### src/rtl/core/mbb_pkg.sv
// ----------------------------------------------------------------------------
// mbb_pkg: shared types and constants for the stereo modal biquad bank
// Delay word format, coefficient slot codes, multiplier operand split,
// mode weight table and delay word saturation.
// ----------------------------------------------------------------------------
package mbb_pkg;

	// delay words: signed, 24 fractional bits
	localparam int DLY_W     = 40;
	// shared multiplier operand A, split into two 24-bit halves
	localparam int OPA_W     = 48;
	localparam int OPA_SPLIT = 24;

	localparam int NUM_COEF = 5;
	localparam logic [2:0] SLOT_B0 = 3'd0;
	localparam logic [2:0] SLOT_B1 = 3'd1;
	localparam logic [2:0] SLOT_B2 = 3'd2;
	localparam logic [2:0] SLOT_A1 = 3'd3;
	localparam logic [2:0] SLOT_A2 = 3'd4;

	// widening switches on above this raw spread value
	localparam logic [12:0] SPREAD_ON = 13'd41;

	// round(65536 / (1 + 0.3*m)) in Q1.16, m = 0..15
	localparam logic [16:0] MODE_WEIGHT [16] = '{
		17'd65536, 17'd50412, 17'd40960, 17'd34493,
		17'd29789, 17'd26214, 17'd23406, 17'd21141,
		17'd19275, 17'd17712, 17'd16384, 17'd15241,
		17'd14247, 17'd13375, 17'd12603, 17'd11916
	};

	localparam logic signed [47:0] DLY_MAX = (48'sd1 <<< (DLY_W - 1)) - 48'sd1;
	localparam logic signed [47:0] DLY_MIN = -DLY_MAX - 48'sd1;

	typedef struct packed {
		logic signed [DLY_W-1:0] s0;
		logic signed [DLY_W-1:0] s1;
	} dly_row_t;

	typedef struct packed {
		logic       en;
		logic [3:0] filter;
		logic [2:0] slot;
	} coef_wr_t;

	typedef struct packed {
		logic issue;
		logic hi;
	} mac_ctl_t;

	function automatic logic signed [DLY_W-1:0] sat_dly(input logic signed [47:0] v);
		logic signed [DLY_W-1:0] r;
		if (v > DLY_MAX) begin
			r = DLY_MAX[DLY_W-1:0];
		end else if (v < DLY_MIN) begin
			r = DLY_MIN[DLY_W-1:0];
		end else begin
			r = v[DLY_W-1:0];
		end
		return r;
	endfunction

endpackage

### src/rtl/core/mbb_mac.sv
// ----------------------------------------------------------------------------
// mbb_mac: shared two-pass multiplier
// Forms a 48-bit by B_W-bit signed product from two partial products, low
// half first, with a register after the multiplier and an accumulator.
// ----------------------------------------------------------------------------
module mbb_mac #(
	parameter int B_W = 32
) (
	input  logic                                 clk,
	input  logic                                 arst_n,
	input  mbb_pkg::mac_ctl_t                    ctl,
	input  logic signed [mbb_pkg::OPA_W-1:0]     a,
	input  logic signed [B_W-1:0]                b,
	output logic signed [mbb_pkg::OPA_W+B_W-1:0] prod
);

	localparam int HALF_W = mbb_pkg::OPA_SPLIT + 1;
	localparam int PP_W   = HALF_W + B_W;
	localparam int P_W    = mbb_pkg::OPA_W + B_W;

	logic signed [HALF_W-1:0] half;
	logic signed [PP_W-1:0]   pp_s1;
	logic                     vld_s1;
	logic                     hi_s1;
	logic signed [P_W-1:0]    acc_q;

	// low half is taken unsigned, high half carries the sign
	assign half = ctl.hi
		? {a[mbb_pkg::OPA_W-1], a[mbb_pkg::OPA_W-1:mbb_pkg::OPA_SPLIT]}
		: {1'b0, a[mbb_pkg::OPA_SPLIT-1:0]};

	always_ff @(posedge clk or negedge arst_n) begin
		if (!arst_n) begin
			vld_s1 <= 1'b0;
			hi_s1  <= 1'b0;
		end else begin
			vld_s1 <= ctl.issue;
			hi_s1  <= ctl.hi;
		end
	end

	always_ff @(posedge clk) begin
		if (ctl.issue) begin
			pp_s1 <= half * b;
		end
		if (vld_s1) begin
			if (hi_s1) begin
				acc_q <= acc_q + (P_W'(pp_s1) <<< mbb_pkg::OPA_SPLIT);
			end else begin
				acc_q <= P_W'(pp_s1);
			end
		end
	end

	assign prod = acc_q;

endmodule

### config.mk
export PLATFORM = sky130hd
export DESIGN_NAME = mbb_mac
export DESIGN_NICKNAME = d
export VERILOG_FILES = /design/src/rtl/core/mbb_pkg.sv /design/src/rtl/core/mbb_mac.sv
export SDC_FILE = /design/constraint.sdc
export NUM_CORES = 2
export LEC_CHECK = 0
export BUFFER_PORTS_ARGS = -buffer_cell sky130_fd_sc_hd__buf_2
export CAP_MARGIN = 20
export CORE_ASPECT_RATIO = 0.7
export CORE_MARGIN = 1.5
export CORE_UTILIZATION = 45
export CTS_CLUSTER_SIZE = 16
export DETAILED_ROUTE_END_ITERATION = 6
export GPL_TIMING_DRIVEN = 0
export MAX_ROUTING_LAYER = met4
export PLACE_DENSITY = 0.66
export SLEW_MARGIN = 20
export SYNTH_ARGS = -nofsm -noshare
export SYNTH_HDL_FRONTEND = slang
export SYNTH_SLANG_ARGS = --single-unit
### constraint.sdc
create_clock -name clk -period 4.2 [get_ports clk]
set_input_delay 0.21 -clock clk [delete_from_list [all_inputs] [get_ports clk]]
set_output_delay 0.21 -clock clk [all_outputs]
set_load 0.01 [all_outputs]
==> summary.txt <==
Post-synth EDFFs = 137
Final Setup Violations = 50
Final WS setup = -3.35 ns
Main synth FF type = edfxtp_1
Boundary Pins = 164
R2r setup slk = 0.51 ns
Post-Route WL = 129 mm
Final-report hold violation count = 0
Fin crit share = 180%
# fillers = 7352
Register area = 4170 sq um
Reg2Reg Depth = 13
Detailed Route Iter0 Violations = 2509
Synth top area cells = fa_1 45%, edfxtp_1 11%, inv_1 8.9%, ha_1 7.2%, and2_1 5.0%
Area grow syn2layout = 18.6%
Core outline area = 80600 sq um
Worst EP arrival = 7.71 ns
Slowest cell on crit path = fa_2
Pre-CTS WS = -4.95 ns
Skew final = 0.0148 ns
Critical path class = in -> reg
Unique cell type count in the Yosys netlist = 80
RD Place Congestion = 1.04
Vias in the first global route = 29400
Count of pins over their slew limit = 0
Port-buffer cells = 163
Crit path buffers/inverters = 9
Via density = 5.36
CTS clock-pin slew for the worst setup and hold paths = 0.07 ns
Die boundary height = 242 um
Failing checks = negative setup slack
Worst setup EP type = register
Share of layout cells above drive strength 1 = 19.5%
Dpl cells = 5080
Worst slew margin = 29.7%
Worst-Skew Late Latency = 0.45 ns
Final net count = 5282
CTS tree = done
Synth Cell Area = 36600 sq um
Max clock buf depth = 2
Critical R2R Launch = pp_s1[0]
Starting Density = 45.5%
Net Count, Synth = 4962
Seq/Total Area, Yosys = 11.4%
Worst stage delay on the critical path = 0.57 ns
Post-synthesis cell count = 3848
Multi-input gate area = 30200 sq um
Total CTS buffers = 17
Worst-margin pin slew = 1.05 ns
Post-DP HPWL = 105 mm
Reg-to-reg endpoint = prod[68]
Overall Global Routing Usage = 32.8%
Synth async-reset ratio = 1.44%
Yosys Warn Count = 0
Mapped Avg Cell Area = 9.52 sq um
Min-Delay Path Class = in -> async
Residual DRC = 0
DRT antenna net count = 0
CP Max Fanout = 6
Wire length of the first global-routing pass = 191 mm
Drt wl/cell = 24.5 um
Top cells by count, synth = 869 x inv_1, 820 x fa_1, 423 x nand2_1, 291 x and2_1, 210 x ha_1
Die area = 83200 sq um
Detailed-router iteration count before antenna repair = 5
Nature of the critical path startpoint = primary input
Final min period = 7.55 ns
Share of the synthesized area in the top cell type = 44.8%
Unrepaired setup endpoints after global routing = true
Core Util, Final = 53.9%
Rows = 87
Clock root buffer = clkbuf_16
Die Wd = 344 um
H-tree depth = 4
Delay-heaviest family, CP = adder cells
Most common cell in the netlist = inv_1
Register bit total from synthesis = 139
Largest net degree at the start of global routing = 59
Fin Hold WS = 0.0792 ns
Outcome = complete, but fails checks
Critical path data required time = 4.37 ns
Initial antenna violation count = 10
Vias = 28200
Non-Filler Instances = 5252
Max_cap viols = 0
Top cell type by total area after synthesis = fa_1
FMAX = 133 MHz
Clk sink count = 139
Gr ovfl total = 0
-- layout by cell type (no fill, tap or decap), types with 17 or more instances in the layout --
master,count
clkbuf_16,44
clkbuf_8,29
nand4_1,19
a21oi_1,79
mux2_2,28
inv_2,58
nand2b_1,23
fa_1,773
nor2b_1,150
o21ai_2,17
inv_1,811
ha_1,165
o21ai_1,19
buf_2,172
mux2_4,18
fa_2,47
buf_4,87
xor2_1,27
edfxtp_1,137
a21oi_2,23
nand3_1,31
buf_6,38
and2_4,18
nor2_1,87
xnor2_1,70
ha_4,38
and2_1,274
clkbuf_1,78
o21ai_0,46
nand2_1,402
a21o_1,39
-- timing repair --
item | in CTS | in global routing
hold buffers | 2 | 0
pin swaps | 71 | 142
setup buffers | 66 | 71
setup endpoints to repair | 52 | 51
gates cloned | 3 | 1
gates resized for setup | 265 | 237
endpoints found under the hold margin | 3 | 0
-- worst register-to-register path, stage by stage (launching register included) --
cell       delay [ns]
edfxtp_1         0.41
ha_1             0.23
inv_1            0.07
fa_1             0.40
nand2b_1         0.22
a211oi_2         0.30
o21ai_2          0.14
a211oi_4         0.32
nor3_4           0.14
o2bb2ai_1        0.34
o21a_1           0.22
a21oi_1          0.09
and4b_1          0.19
or3_1            0.36
-- how the worst max path moves through the flow --
stage                      start        end  slack [ns]  cells after the start
after global placement    ctl[0]  pp_s1[56]       -4.90                     29
after CTS                 ctl[0]  pp_s1[56]       -3.31                     31
after floorplan           ctl[0]  pp_s1[56]       -2.62                     27
after global routing      ctl[0]  pp_s1[56]       -3.52                     30
after detailed placement  ctl[0]  pp_s1[56]       -4.95                     29
final                     ctl[0]  pp_s1[56]       -3.35                     29
-- layer usage --
layer / vias up / global-route usage [%] / share of wire, % / wire [um]
met3: 170 / 11.4 / 13 / 16500
li1: 12200 / - / - / -
met5: - / - / 0 / 0
met2: 1251 / 46.2 / 42 / 54400
met1: 14500 / 45.5 / 42 / 54700
met4: 0 / 6.97 / 2.6 / 3290
-- layout make-up --
type / count / area share (%)
Antenna cell: 3 / 0.0173
Tap cell: 1068 / 3.08
Multi-Input combinational cell: 2662 / 69.4
Timing Repair Buffer: 306 / 5.31
Buffer: 172 / 3.69
Clock inverter: 15 / 0.386
Sequential cell: 139 / 9.59
Inverter: 870 / 7.52
Clock buffer: 17 / 0.979
-- sequential cells by signal, indices dropped and copies added, names as in the netlist --
name,flops
prod,80
vld_s1,1
pp_s1,57
hi_s1,1
-- metrics by stage --
stage                     TNS (ns)  area (sq um)
final                      -125.75         43500
after global routing       -133.33         43400
after CTS                  -119.20         42100
after detailed placement   -185.88         39600
after global placement     -188.16         39600
after floorplan             -95.63         37400
-- cells by family (layout without fill, tap and decap cells) --
kind of cell / count (synthesis) / in the layout / synth area share (%)
adders and majority gates: 1030 / 1030 / 52.0
buffers and inverters: 1047 / 1380 / 10.8
other: 0 / 3 / 0
AOI/OAI and AO/OA: 357 / 357 / 6.35
xor gates and xnor gates: 107 / 107 / 2.56
DFF: 139 / 139 / 11.4
muxes: 50 / 50 / 1.52
and+or+nand+nor: 1118 / 1118 / 15.5
Power is not shown: default switching activity piles up to over one toggle a cycle in this logic, so the estimate is an artifact.
